===== config.mk =====
export PLATFORM = sky130hd
export DESIGN_NAME = bsa_ram
export DESIGN_NICKNAME = d
export VERILOG_FILES = /design/src/rtl/core/bsa_ram.sv
export SDC_FILE = /design/constraint.sdc
export NUM_CORES = 1
export LEC_CHECK = 0
export BUFFER_PORTS_ARGS = -buffer_cell sky130_fd_sc_hd__buf_4
export CAP_MARGIN = 20
export CORE_MARGIN = 4
export CORE_UTILIZATION = 35
export DETAILED_ROUTE_END_ITERATION = 6
export PLACE_DENSITY_LB_ADDON = 0.3
export SETUP_SLACK_MARGIN = 0.2
export SLEW_MARGIN = 25
export SYNTH_ARGS = -nofsm -noshare
export SYNTH_HDL_FRONTEND = slang
export SYNTH_SLANG_ARGS = --single-unit

===== constraint.sdc =====
create_clock -name clk -period 2.1 [get_ports clk]
set_input_delay 0.105 -clock clk [delete_from_list [all_inputs] [get_ports clk]]
set_output_delay 0.105 -clock clk [all_outputs]
set_load 0.1 [all_outputs]

===== src/rtl/core/bsa_ram.sv =====
// generic single-write, single-read ram with registered read data
module bsa_ram #(
  parameter int WIDTH = 8,
  parameter int DEPTH = 32,
  parameter int AW    = (DEPTH > 1) ? $clog2(DEPTH) : 1
) (
  input  logic             clk,
  input  logic             we,
  input  logic [AW-1:0]    waddr,
  input  logic [WIDTH-1:0] wdata,
  input  logic             re,
  input  logic [AW-1:0]    raddr,
  output logic [WIDTH-1:0] rdata
);

  logic [WIDTH-1:0] mem [DEPTH];

  always_ff @(posedge clk) begin
    if (we) begin
      mem[waddr] <= wdata;
    end
    if (re) begin
      rdata <= mem[raddr];
    end
  end

endmodule


# --- After elaboration in Yosys (flattened, before gate mapping) ---
# Memories as Yosys holds them, arrays and structs flattened. A register that Yosys moved wholly into a read port is not among the register bits.
# Index checks and enable logic that the tools add are counted.
totals:
  out_inout_bits: 8
  register_bits: 0
  mem_bits_rw: 256
  memories: 1
  inputBits: 21
  romBits: 0
  elab_cells: 3
  latchBits: 0
classes:
  bitwise: 0
  n_shift: 0
  n_eq_ne: 0
  n_div: 0
  n_reduce_logical: 0
  order_cmp: 0
  muxes: 2
  addsub: 0
  mul: 0
mem_list:
  columns: ["memory", "depth", "word_bits", "read_ports", "rd_clocked_by_memory_dff", "wr", "line", "text"]
  rows:
  - ["mem", 32, 8, 1, 1, 1, "16", "logic [WIDTH-1:0] mem [DEPTH];"]
ops:
  columns: ["operator", "count"]
  rows:
  - ["$mux 1", 2]

# --- Logic depth before layout (Yosys ltp) ---
logic_depth:
  depth_word: 2
  mapped_depth: 5
  depth_no_buf: 3

# --- Least setup slack after synthesis ---
# OpenSTA, ideal clock, no wires.
synth_path:
  path_kind: "in2reg"
  startpoint: "input raddr[2]"
  endpoint: "register rdata[0], read port of mem (data pin)"
  arrival_time_ns: 1.787
  n_path_buf: 2
  t_required_ns: 1.840
  slack_ns: 0.053
  cell_stages: 5
  setup_ns: 0.260
  cell_sequence: "clkbuf_1 clkbuf_1 mux4_2 mux4_2 mux2_2"
synth_rtl:
  columns: ["item", "line", "text"]
  rows:
  - ["from (decl)", "12", "input logic [AW-1:0] raddr,"]
  - ["to (decl)", "13", "output logic [WIDTH-1:0] rdata"]

==> metrics.yaml <==
run_status:
  status: "complete, no violations"
timing:
  slew_violations: 0
  min_period_ns: 1.949
  tightest_slew_ns: 0.4741
  fin_crit_sh_pct: 92.83
  maxSlewHeadroom_pct: 68.28
  setup_viol: 0
  skew_ns: 0.01434
  fmax_mhz: 513.0
  finalHoldViolations: 0
  rsz0062_at_grt: "yes"
  worst_hold_slack_ns: 0.01864
grt:
  gr-total-overflow: 0
  grt_max_degree: 34
  grt_pass1_vias: 4849
  grt_pass1_wl_um: 33040
  antenna_found_initial: 0
  gr-usage-all-layers_pct: 14.33
finish:
  antennaDiodeCount: 0
  final_net_count: 523
  final_common_cell: "edfxtp_1"
  stdcell_count: 906
  mostFrequentLayoutCells: "264 x edfxtp_1, 80 x mux4_2, 67 x buf_4"
  layout-drive-gt1-share_pct: 39.08
  area_growth_pct: 19.53
worst_setup_path:
  crit_path_max_incr_delay_ns: 0.53
  crit_path_start_kind: "flip-flop"
  cp_data_required_time_ns: 2.37
  reg2reg_depth: 3
  reg2reg_slack_ns: 0.15
  crit_top_cell: "mux4_2"
  crit_type: "flip-flop to flip-flop"
  cp_slowest_cell: "mux4_2"
  crit_arrival_ns: 2.22
  r2r_end: "rdata[1]"
  crit_path_end_kind: "flip-flop"
  path_max_fanout: 1
  r2r_start: "mem[15][1]"
  cp_cell_sequence: "mux4_2 -> mux4_2 -> mux2_4"
worst_hold_path:
  min_from: "wdata[1]"
  hold_depth: 1
  hp-class: "primary input to flip-flop"
  hold_end: "mem[20][1]"
cts:
  insertion_delay_ns: 0.53
  cts.path.max_buffers: 3
  cts_root_buf: "clkbuf_16"
  cts_tree: "done"
  htreeDepth: 1
  clk_pin_slew_worst_paths_ns: 0.06
  clock_sinks: 264
  numCtsBuffers: 26
synthesis:
  avgSynthCellArea_sq_um: 24.30
  yosysSeqAreaShare_pct: 78.23
  synth_cell_types: 14
  synth_area_leaders: "edfxtp_1 78%, mux4_2 18%, nor2_1 1.2%, mux2_2 0.89%, buf_4 0.44%"
  syn_nets: 438
  synth_top_cell_area_share_pct: 78.23
  synth-seq-cells: 264
  synthCells: 417
  synth_area_sq_um: 10130
  synth.largest_area_cell: "edfxtp_1"
  yosysWarnings: 0
drt:
  vias: 4667
  routed_via_density: 5.151
  dr.pass1.iters: 5
  drt_wl_total_um: 22250
  drc: 0
  drt_first_iter_violations: 439
  final_antenna_net_count: 0
  drt-wirelength-per-cell_um: 24.56
power:
  power_density_nw_per_um2: 950.8
  leakage_nw: 3.869
  ir_drop_mv: 0.4860
placed_design:
  port_buffers: 28
  dp_cells: 854
  dp_hpwl_um: 14160
  gp_congestion: 0.7450
die:
  initial_core_util_pct: 35.40
  die_y_um: 178.2
  core_sq_um: 28630
  die_width_um: 178.2
  std_cell_rows: 62
  fp.dieArea_sq_um: 31740
  io_pins: 29
flow_run:
  drv_cap: 0
==> cells in the mapped netlist (all sizes together) <==
library cell	number
mux2	8
mux4	80
nand3b	5
or3b	3
nor2	33
buf	14
nand3	2
edfxtp	264
or3	1
clkbuf	6
nand2	1
==> state kept, by name, indices dropped and copies added (netlist names) <==
| name | flops |
|---|---|
| mem | 256 |
| rdata | 8 |
==> cell type report <==
| class | instances | area [sq um] |
|---|---|---|
| clock inverter | 17 | 221.5 |
| tap | 384 | 480.5 |
| timing repair buffer | 77 | 663.1 |
| sequential | 264 | 7928 |
| multi-input combinational | 133 | 2130 |
| fill | 2434 | 16510 |
| clock buffer | 31 | 690.7 |
==> critical path, delay by kind of cell (launching register included) <==
family  cells  cell delay [ns]
flops       1             0.37
mux         3             1.33
==> logic make-up (layout without fill, tap and decap cells) <==
group,Yosys count,in the layout,synth area share [%]
buf+inv,20,125,1.049
flops,264,264,78.23
mux,88,88,18.67
simple gates,45,45,2.050
==> report_power, final <==
part / switching (mW) / internal, mW / leakage (nW) / total, mW
Combinational: 0.429 / 0.293 / 1.05 / 0.721
Sequential: 0.0253 / 5.88 / 2.38 / 5.91
Clock: 1.92 / 2.97 / 0.439 / 4.89
==> layer usage <==
metal	part of all wire [%]	routed length, um	vias up	GRT usage, %
met5	0	0	-	0
met2	48	10580	144	22.42
met1	45	9987	2539	21.25
li1	-	-	1957	-
met4	1.8	396	0	3.545
met3	5.8	1291	27	2.310
==> repair_timing <==
action,in CTS,in global routing
gates resized for setup,7,1
endpoints found under the setup margin,7,8
endpoints found under the hold margin,30,0
buffers inserted,0,0
hold buffers,4,0
==> worst max-delay path by stage <==
| stage | from | depth (start not counted) | end | slack [ns] |
|---|---|---|---|---|
| after floorplan | raddr[2] | 5 | rdata[0] | 0.20 |
| after global placement | raddr[0] | 5 | rdata[7] | -0.10 |
| after detailed placement | raddr[0] | 5 | rdata[1] | -0.11 |
| after CTS | mem[15][1] | 3 | rdata[1] | 0.14 |
| after global routing | mem[15][7] | 3 | rdata[7] | 0.12 |
| final | mem[15][1] | 3 | rdata[1] | 0.15 |
==> through the flow <==
step | worst slack, ns | cell area [sq um] | util, % | setup TNS [ns] | power (mW)
finish | 0.1506 | 12110 | 42.32 | 0 | 11.52
global route | 0.1178 | 12110 | 42.32 | 0 | 11.90
CTS | 0.1354 | 12110 | 42.30 | 0 | 11.63
detailed placement | -0.1111 | 11130 | 38.88 | -0.6457 | 6.732
global placement | -0.1022 | 11130 | 38.88 | -0.5426 | 6.720
floorplan | 0.2011 | 10170 | - | 0 | 6.437
Power figures use the tool's default switching activity.
