$ cat config.mk
export PLATFORM = sky130hd
export DESIGN_NAME = bsa_finder
export DESIGN_NICKNAME = d
export VERILOG_FILES = /design/src/rtl/core/bsa_pkg.sv /design/src/rtl/core/bsa_finder.sv
export SDC_FILE = /design/constraint.sdc
export NUM_CORES = 1
export LEC_CHECK = 0
export BUFFER_PORTS_ARGS = -buffer_cell sky130_fd_sc_hd__buf_4
export CORE_ASPECT_RATIO = 1.2
export CORE_MARGIN = 5
export CORE_UTILIZATION = 45
export DETAILED_ROUTE_END_ITERATION = 16
export PLACE_DENSITY = 0.75
export SYNTH_ARGS = -nofsm -noshare
export SYNTH_HDL_FRONTEND = slang
export SYNTH_SLANG_ARGS = --single-unit
$ cat constraint.sdc
create_clock -name vclk -period 1.7
set_input_delay 0.085 -clock vclk [all_inputs]
set_output_delay 0.085 -clock vclk [all_outputs]
set_load 0.005 [all_outputs]
$ cat src/rtl/core/bsa_pkg.sv
// shared types, constants and helpers for the bitmap slot allocator
package bsa_pkg;

  // slots per bitmap word, and the bits that pick a slot inside a word
  localparam int WORD_W = 8;
  localparam int BIT_W  = 3;

  // widths of the request and result fields
  localparam int OP_W   = 2;
  localparam int IDX_W  = 8;
  localparam int STAT_W = 2;
  localparam int CNT_W  = 9;

  // largest slot count that an 8-bit granted slot can name
  localparam int GRANT_LIMIT = 256;

  // default size of the slot pool
  localparam int SLOTS_DEF = 256;

  // capacity register value after reset
  localparam logic [CNT_W-1:0] CAP_RESET = CNT_W'(256);

  typedef enum logic [OP_W-1:0] {
    OP_ALLOC = 2'd0,
    OP_FREE  = 2'd1,
    OP_QUERY = 2'd2,
    OP_CLEAR = 2'd3
  } op_t;

  typedef enum logic [STAT_W-1:0] {
    STAT_OK           = 2'd0,
    STAT_FULL         = 2'd1,
    STAT_RANGE        = 2'd2,
    STAT_ALREADY_FREE = 2'd3
  } status_t;

  typedef enum logic {
    S_IDLE = 1'b0,
    S_EXEC = 1'b1
  } state_t;

  // position of the lowest clear bit of a word, zero when none is clear
  function automatic logic [BIT_W-1:0] lowest_zero(input logic [WORD_W-1:0] word);
    logic [BIT_W-1:0] pos;
    pos = '0;
    for (int b = WORD_W - 1; b >= 0; b--) begin
      if (!word[b]) begin
        pos = BIT_W'(b);
      end
    end
    return pos;
  endfunction

endpackage

$ cat src/rtl/core/bsa_finder.sv
// lowest bitmap word that is not full and starts below the capacity
module bsa_finder
  import bsa_pkg::*;
#(
  parameter int NWORDS = 32,
  parameter int AW     = (NWORDS > 1) ? $clog2(NWORDS) : 1
) (
  input  logic [NWORDS-1:0] full,
  input  logic [CNT_W-1:0]  eff_cap,
  output logic              found,
  output logic [AW-1:0]     addr
);

  logic [NWORDS-1:0] cand;

  always_comb begin
    for (int w = 0; w < NWORDS; w++) begin
      cand[w] = !full[w] && (CNT_W'(w * WORD_W) < eff_cap);
    end
  end

  // priority encoder, lowest word wins
  always_comb begin
    found = 1'b0;
    addr  = '0;
    for (int w = NWORDS - 1; w >= 0; w--) begin
      if (cand[w]) begin
        found = 1'b1;
        addr  = AW'(w);
      end
    end
  end

endmodule

# ---- Word-level counts from Yosys, hierarchy flattened
# Index checks and enable logic that the tools add are counted.
dict set report word_totals {
  out_inout_bits 6
  word_cells 160
  reg_bits 0
}
dict set report op_classes {
  magnitude_cmp 32
  muxes 64
  n_reduce_logical 64
}
# cell n
set ops {}
lappend ops {{$mux 5} 32}
lappend ops {{$lt 8x9->1 const A} 16}
lappend ops {{$lt 7x9->1 const A} 8}
lappend ops {{$lt 6x9->1 const A} 4}
lappend ops {{$logic_and 1x1->1} 32}
lappend ops {{$logic_not 1->1} 32}
lappend ops {{$mux 1} 32}
lappend ops {{$lt 5x9->1 const A} 2}
lappend ops {{$lt 1x9->1 const A} 1}
lappend ops {{$lt 4x9->1 const A} 1}

# ---- Depth between registers and ports, before layout
# Gate-level depths: netlist of the first run.
dict set report depth {
  ltp_word 34
  depth_mapped 9
  depth_no_buf 7
}

# ---- Least setup slack after synthesis of the first run
# No wires, ideal clock.
dict set report synth_path {
  path_type {input to output}
  from {input port eff_cap[0]}
  to {output port addr[4]}
  slack_ns -0.081
  t_arrival_ns 1.696
  cell_stages 7
  path_cell_list {buf_4 o41ai_4 a21oi_2 o41a_1 nor3_2 nand2_1 nor2_1}
}
dict set report synth_via {
  elab_chain_len 34
}
# element line_no
set synth_rtl {}
lappend synth_rtl {{from (decl)} bsa_finder.sv:9} ;# input logic [CNT_W-1:0] eff_cap,
lappend synth_rtl {{$lt 8x9->1} bsa_finder.sv:18} ;# cand[w] = !full[w] && (CNT_W'(w * WORD_W) < eff_cap);
lappend synth_rtl {{$logic_and 1x1->1} bsa_finder.sv:18}
lappend synth_rtl {{$mux 5 (31 in a row)} bsa_finder.sv:27} ;# if (cand[w]) begin
lappend synth_rtl {{$mux 5 *} bsa_finder.sv:27}
lappend synth_rtl {{to (decl)} bsa_finder.sv:11} ;# output logic [AW-1:0] addr
# Mark *: on every way between the ends. The rest lies on a longest branch, timed or not.

# ---- Worst setup path in the final report of the first run
dict set report layout_path {
  from {input port eff_cap[0]}
  to {output port addr[0]}
}
# The elaborated chain is that of the path after synthesis.

==> run_results.csv, run 1 <==
group,metric,value,unit
outcome,status,"complete, but fails checks",
outcome,violations,"negative setup slack",
hold_path,holdCritPathClass,"input port to primary output",
job,maxCapViolCount,0,
pwr,power_density,260,nW/um^2
layout,area_delta_synth_final,78.3,%
sta,fin_crit_sh,1.25,
layout,drive_above_1_share,0.531,
synth,syn-cell-area,1170,um^2
layout,final_design_area_no_fill,2080,um^2
pwr,vdd_drop_max,162,uV
placement,dp_hpwl,4150,um
synth,synth_largest_area_cell,"a21oi_1",
cts,postCtsHoldBufs,0,
die,start_util,0.462,
sta,timing.final.crit_period,2.12,ns
setup_path,cp_data_required_time,1.62,ns
placement,gp_congestion,0.979,
detailed_routing,drt-total-wl,5980,um
die,core_region_area,2530,um^2
die,rows,20,
synth,ys_seq_area_frac,0,
die,io_pins,47,
layout,num_antenna_cells,0,
layout,n_sequential_cell,0,
synth,syn_avg_cell_area,6.57,um^2
sta,rsz0062_at_grt,"yes",
global_route,grt_first_pass_wirelength,8560,um
detailed_routing,drcViolationCount,0,
die,die_area,3720,um^2
setup_path,cp_max_fo,4,
global_route,grt_max_degree,11,
detailed_routing,via_count,1998,
sta,hold_viol_final,0,
global_route,grt_overflow,0,
synth,yosysWarnings,0,
sta,max_slew.worst_pin.slew,0.485,ns
sta,setup_ws,-0.417,ns
die,chipHeight,65.8,um
synth,synth_nets,219,
global_route,first_global_vias,1947,
placement,io_buffers,47,
detailed_routing,drt_iter0_drc,151,
detailed_routing,vias_per_cell,6.53,
die,die_x,56.5,um
sta,maxSlewHeadroom,0.672,
sta,slew_viol_final,0,
detailed_routing,routedWlPerCell,19.5,um
pwr,finalPower,541,uW
layout,clkbuf_count,0,
synth,synth_top_area_frac,0.137,
pwr,power.leakage,0.000905,uW
layout,regArea,0,um^2
setup_path,cp.arrival,2.03,ns
layout,layout.nets,316,
synth,netlist_instances,178,
placement,dp_slack,-0.379,ns
synth,yosys-top-cells-area,"a21oi_1 14%, nor2_1 7.4%, o21ai_0 4.3%, nand2_1 3.9%, a31oi_1 2.7%",
sta,fmax,0.472,GHz
detailed_routing,ant_nets,0,
setup_path,worst_setup_path_end_kind,"primary output",
detailed_routing,first_pass_iters,7,
global_route,antenna_found_initial,0,
setup_path,crit_path_start_kind,"input port",
global_route,grt_usage,0.282,
sta,setup_viol,6,
placement,placed_area,1850,um^2
synth,synth_cell_types,63,
setup_path,crit_type,"input port to primary output",
synth_stat cells (2+ instances only):
| master | count |
|---|---|
| a21o_1 | 3 |
| a21oi_1 | 32 |
| a211oi_1 | 4 |
| nor4_1 | 2 |
| inv_1 | 3 |
| a21o_2 | 2 |
| buf_2 | 3 |
| nor2b_1 | 3 |
| o211ai_1 | 2 |
| buf_6 | 2 |
| nor4_2 | 2 |
| o31ai_1 | 4 |
| a22oi_1 | 2 |
| nor2_1 | 23 |
| nor3_1 | 3 |
| o22ai_1 | 4 |
| or2_2 | 2 |
| o21bai_1 | 2 |
| clkbuf_1 | 2 |
| nand2_1 | 12 |
| nand2b_1 | 2 |
| nor4b_2 | 2 |
| buf_4 | 2 |
| o21ai_0 | 10 |
| o311ai_1 | 2 |
| a31oi_1 | 5 |
| a31o_2 | 2 |
| nand3_1 | 6 |
final cells by class:
type / instances / area, um^2
multi-input cells: 163 / 1180
repair buffers: 107 / 851
fillers: 176 / 444
well taps: 33 / 41.3
inverters: 3 / 11.3
power breakdown:
| part | switching, uW | internal (uW) | leakage, uW | total [uW] |
|---|---|---|---|---|
| clock | 0 | 0 | 0 | 0 |
| combinational | 274 | 267 | 0.000905 | 541 |
| sequential | 0 | 0 | 0 | 0 |
| total | 274 | 267 | 0.000905 | 541 |
critical path, cell delays in order:
cell       delay [ns]
buf_12           0.11
or4_4            0.56
nor2_4           0.21
buf_4            0.14
buf_4            0.09
o2bb2ai_1        0.12
a22oi_1          0.12
o22ai_1          0.25
nor4_1           0.08
a21oi_1          0.14
buf_4            0.13
cells in the final DEF, fill, tap and decap left out, drive strengths merged, types with 3 or more instances in the layout:
| master | count |
|---|---|
| a211oi | 4 |
| a21o | 5 |
| a21oi | 33 |
| a31oi | 5 |
| buf | 107 |
| inv | 3 |
| nand2 | 12 |
| nand3 | 6 |
| nor2 | 25 |
| nor2b | 3 |
| nor3 | 4 |
| nor4 | 5 |
| o211ai | 3 |
| o21ai | 11 |
| o22ai | 4 |
| o311ai | 4 |
| o31ai | 4 |
timing repair:
action,CTS,global route
gates resized for setup,19,15
endpoints found under the setup margin,6,6
setup buffers,5,7
pin swaps,15,11
per-stage QoR:
| step | setup TNS [ns] | std cells | utilization | hold slack [ns] |
|---|---|---|---|---|
| 4_1_cts | -1.55 | 299 | 0.778 | 0.596 |
| 6_report | -2.03 | 306 | 0.824 | 0.591 |
| 3_5_place_dp | -2.01 | 294 | 0.734 | 0.595 |
| 5_1_grt | -2.66 | 306 | 0.824 | 0.625 |
| 2_1_floorplan | -0.120 | 178 | - | 0.333 |
| 3_3_place_gp | -2.00 | 294 | 0.734 | 0.601 |
final timing paths:
kind                    from  endpoint  slack [ns]  depth (start not counted)
hold / removal       full[1]   addr[0]        0.59                          5
setup / recovery  eff_cap[0]   addr[0]       -0.42                         11
logic make-up (layout without fill, tap and decap cells):
kind of cell           after synthesis  after routing  synth area share
buffers and inverters               15            110            0.0835
and+or+nand+nor                     69             69             0.346
AOI/OAI and AO/OA                   94             94             0.571
per-layer routing:
layer	share of wire	track usage	wire (um)	vias up
met5	0	0	0	-
met4	0.046	0.136	272	0
met3	0.084	0.0332	504	37
met2	0.52	0.538	3090	144
met1	0.35	0.302	2110	916
li1	-	-	-	901
(Power assumes the default switching activity.)
==> run 2: changes to the inputs <==
Settings changed: ABC_AREA from default to 1, CORE_MARGIN 5 to 8, CORE_UTILIZATION 45 to 44, PLACE_DENSITY 0.75 to 0.78.
==> run_results.csv, run 2 <==
group,metric,value,unit
die,start_util,0.452,
die,chipHeight,65.7,um
outcome,error_line,"[ERROR DPL-0038] Utilization greater than 100%, impossible to legalize",
die,rows,18,
synth,synth_nets,230,
placement,dp_slack,-0.786,ns
die,io_pins,47,
outcome,status,"aborted with a tool error",
outcome,haltStage,"5_1_grt",
synth,ys_seq_area_frac,0,
synth,netlist_instances,189,
placement,dp_hpwl,3470,um
die,die_x,57.4,um
synth,post-synth-top-count-cell,"nand2_1",
global_route,grt_max_degree,9,
cts,postCtsHoldBufs,0,
synth,syn_avg_cell_area,4.79,um^2
synth,synth_common_cells,"70 x nand2_1, 29 x nor2_1, 19 x inv_1",
sta,worst_endpoint,"addr[0]",
synth,yosys-top-cells-area,"nand2_1 29%, nor2_1 12%, inv_1 7.9%, a21oi_1 6.6%, o21ai_0 5.0%",
synth,synth_cell_types,26,
synth,yosysWarnings,0,
sta,worstEndpointType,"primary output",
synth,syn-cell-area,906,um^2
placement,placed_area,1680,um^2
placement,io_buffers,47,
synth,synth_largest_area_cell,"nand2_1",
synth,synth_top_area_frac,0.290,
placement,gp_congestion,0.875,
==> run 2: cell count changes after synthesis, moves of 4 or more <==
cell | previous run | this run
nor2_2 | 1 | 5
nand2_1 | 12 | 70
o22ai_1 | 4 | 0
a21oi_1 | 32 | 12
inv_2 | 0 | 7
a211oi_1 | 4 | 0
nor2_1 | 23 | 29
nand3_1 | 6 | 2
inv_1 | 3 | 19
==> run 2: through the flow <==
stage                      util  TNS (ns)  instances  hold WS, ns
after floorplan               -    -0.377        189        0.309
after detailed placement  0.840     -3.57        306        0.613
after global placement    0.840     -2.49        306        0.607
after CTS                 0.949     -2.67        317        0.618
==> run 2: cells by family after synthesis <==
logic type,share of synthesized area
and+or+nand+nor,0.610
buffers and inverters,0.120
AOI/OAI and AO/OA,0.269
==> run 2: repair_timing <==
item	CTS
setup buffers	11
endpoints found under the setup margin	6
gates resized for setup	39
pin swaps	21
==> run 3: changes to the inputs <==
Settings changed: CORE_AREA from default to 8 8 69 71, CORE_ASPECT_RATIO 1.2 to default, CORE_MARGIN 8 to default, CORE_UTILIZATION 44 to default, DIE_AREA from default to 0 0 77 79, PLACE_DENSITY 0.78 to default, PLACE_DENSITY_LB_ADDON from default to 0.15.
Clock period 1.7 ns to 2.2 ns, I/O delays scaled along.
==> run_results.csv, run 3 <==
group,metric,value,unit
layout,num_antenna_cells,0,
synth,synth_nets,230,
global_route,antenna_found_initial,0,
die,die_area,6080,um^2
sta,setup_ws,-0.201,ns
detailed_routing,drcViolationCount,0,
synth,yosys-top-cells-area,"nand2_1 29%, nor2_1 12%, inv_1 7.9%, a21oi_1 6.6%, o21ai_0 5.0%",
synth,synth_compound_area_frac,0.269,
pwr,finalPower,343,uW
sta,max_slew.worst_pin.slew,0.237,ns
detailed_routing,drt_iter0_drc,47,
outcome,status,"complete, but fails checks",
die,die_x,77,um
synth,synth_top_family_by_area,"simple AND/OR/NAND/NOR gates",
synth,synth_top_area_frac,0.290,
global_route,grtUsageMet2,0.222,
global_route,grt_max_degree,9,
synth,yosysWarnings,0,
global_route,grt_first_pass_wirelength,5910,um
sta,timing.final.crit_period,2.40,ns
detailed_routing,drt-total-wl,3710,um
die,rows,23,
synth,ys_seq_area_frac,0,
global_route,busiest_layer,"met2",
layout,utilization,0.476,
pwr,power_density,190,nW/um^2
sta,hold_slack,0.553,ns
die,core_region_area,3800,um^2
synth,synthAdderAreaFrac,0,
sta,fin_crit_sh,1.09,
layout,n_sequential_cell,0,
detailed_routing,vias_per_cell,4.31,
detailed_routing,via_count,1431,
sta,maxSlewHeadroom,0.840,
global_route,grt_overflow,0,
layout,clkbuf_count,0,
layout,regArea,0,um^2
pwr,power.leakage,0.000958,uW
detailed_routing,ant_nets,0,
synth,synth_largest_area_cell,"nand2_1",
sta,hold_viol_final,0,
setup_path,cp_data_required_time,2.09,ns
global_route,grt_usage,0.112,
detailed_routing,first_pass_iters,4,
die,start_util,0.238,
setup_path,worst_setup_path_end_kind,"primary output",
hold_path,hold_end,"addr[0]",
synth,synth_xor_area_frac,0,
synth,netlist_instances,189,
synth,synth_cell_types,26,
synth,syn-cell-area,906,um^2
die,io_pins,47,
synth,synthSimpleGateAreaFrac,0.610,
hold_path,holdCritPathClass,"input port to primary output",
setup_path,crit_type,"input port to primary output",
hold_path,hold_depth,4,
placement,dp_hpwl,3100,um
placement,io_buffers,47,
layout,layout.nets,325,
pwr,vdd_drop_max,65.4,uV
placement,placed_area,1610,um^2
detailed_routing,routedWlPerCell,11.2,um
global_route,use_met1,0.131,
sta,finalSetupTns,-0.209,ns
setup_path,crit_path_start_kind,"input port",
sta,rsz0062_at_grt,"yes",
setup_path,cp.arrival,2.29,ns
job,maxCapViolCount,0,
synth,muxShareOfSynthArea,0,
layout,n_fill_cell,437,
layout,final_design_area_no_fill,1810,um^2
global_route,first_global_vias,1394,
hold_path,worstHoldStart,"full[0]",
setup_path,slowest_stage,"buf_4",
setup_path,cpMostUsedCell,"nand2_1",
setup_path,cp_max_fo,3,
synth,syn_avg_cell_area,4.79,um^2
sta,fmax,0.416,GHz
global_route,use_met3,0.0102,
setup_path,critPathMaxStageDelay,0.14,ns
sta,slew_viol_final,0,
synth,post-synth-top-count-cell,"nand2_1",
layout,area_delta_synth_final,99.6,%
die,chipHeight,79,um
placement,gp_congestion,0.802,
synth,synth_common_cells,"70 x nand2_1, 29 x nor2_1, 19 x inv_1",
outcome,violations,"negative setup slack",
layout,final_common_cell,"buf_4",
layout,final_cell_mix,"89 x buf_4, 61 x nand2_1, 24 x nor2_1, 15 x inv_1, 12 x a21oi_1",
layout,drive_above_1_share,0.518,
sta,setup_viol,2,
run 3: worst max-delay path by stage:
stage	startpoint	end	slack [ns]	depth (start not counted)
floorplan	eff_cap[0]	addr[0]	0.10	33
global placement	eff_cap[0]	addr[0]	-0.25	37
detailed placement	eff_cap[0]	addr[0]	-0.26	36
CTS	eff_cap[0]	addr[0]	-0.22	35
global route	eff_cap[0]	addr[0]	-0.59	37
finish	eff_cap[0]	addr[0]	-0.20	36
run 3: kinds of logic after synthesis:
kind of cell	Yosys count
compound gates	39
buf+inv	28
simple gates	122
run 3: layer usage:
layer / routed length [um] / up-vias
li1: - / 795
met4: 53 / 0
met5: 0 / -
met3: 117 / 6
met1: 1710 / 601
met2: 1830 / 29
run 3: power by group:
group / switching, uW / internal [uW] / total [uW]
combinational: 164 / 179 / 343
clock: 0 / 0 / 0
sequential: 0 / 0 / 0
run 3: through the flow:
stage	setup slack (ns)	cells
floorplan	0.101	189
global placement	-0.245	324
detailed placement	-0.263	324
CTS	-0.220	326
global route	-0.589	332
finish	-0.201	332
run 3: repair_timing:
item | 4_1_cts | 5_1_grt
endpoints found under the setup margin | 6 | 6
buffers inserted | 2 | 6
pin swaps | 3 | 14
gates cloned | 0 | 0
hold buffers | 0 | 0
gates resized for setup | 6 | 38
run 3: layout make-up:
cell class | instances | area (um^2) | share of cell area
repair buffers | 94 | 728 | 0.403
well taps | 50 | 62.6 | 0.0346
multi-input cells | 161 | 916 | 0.507
inverters | 27 | 101 | 0.0561
run 3: worst max-delay path, delay by kind of cell:
family	cells	cell delay (ns)
buffers and inverters	2	0.24
AOI/OAI and AO/OA	2	0.18
and+or+nand+nor	32	1.77
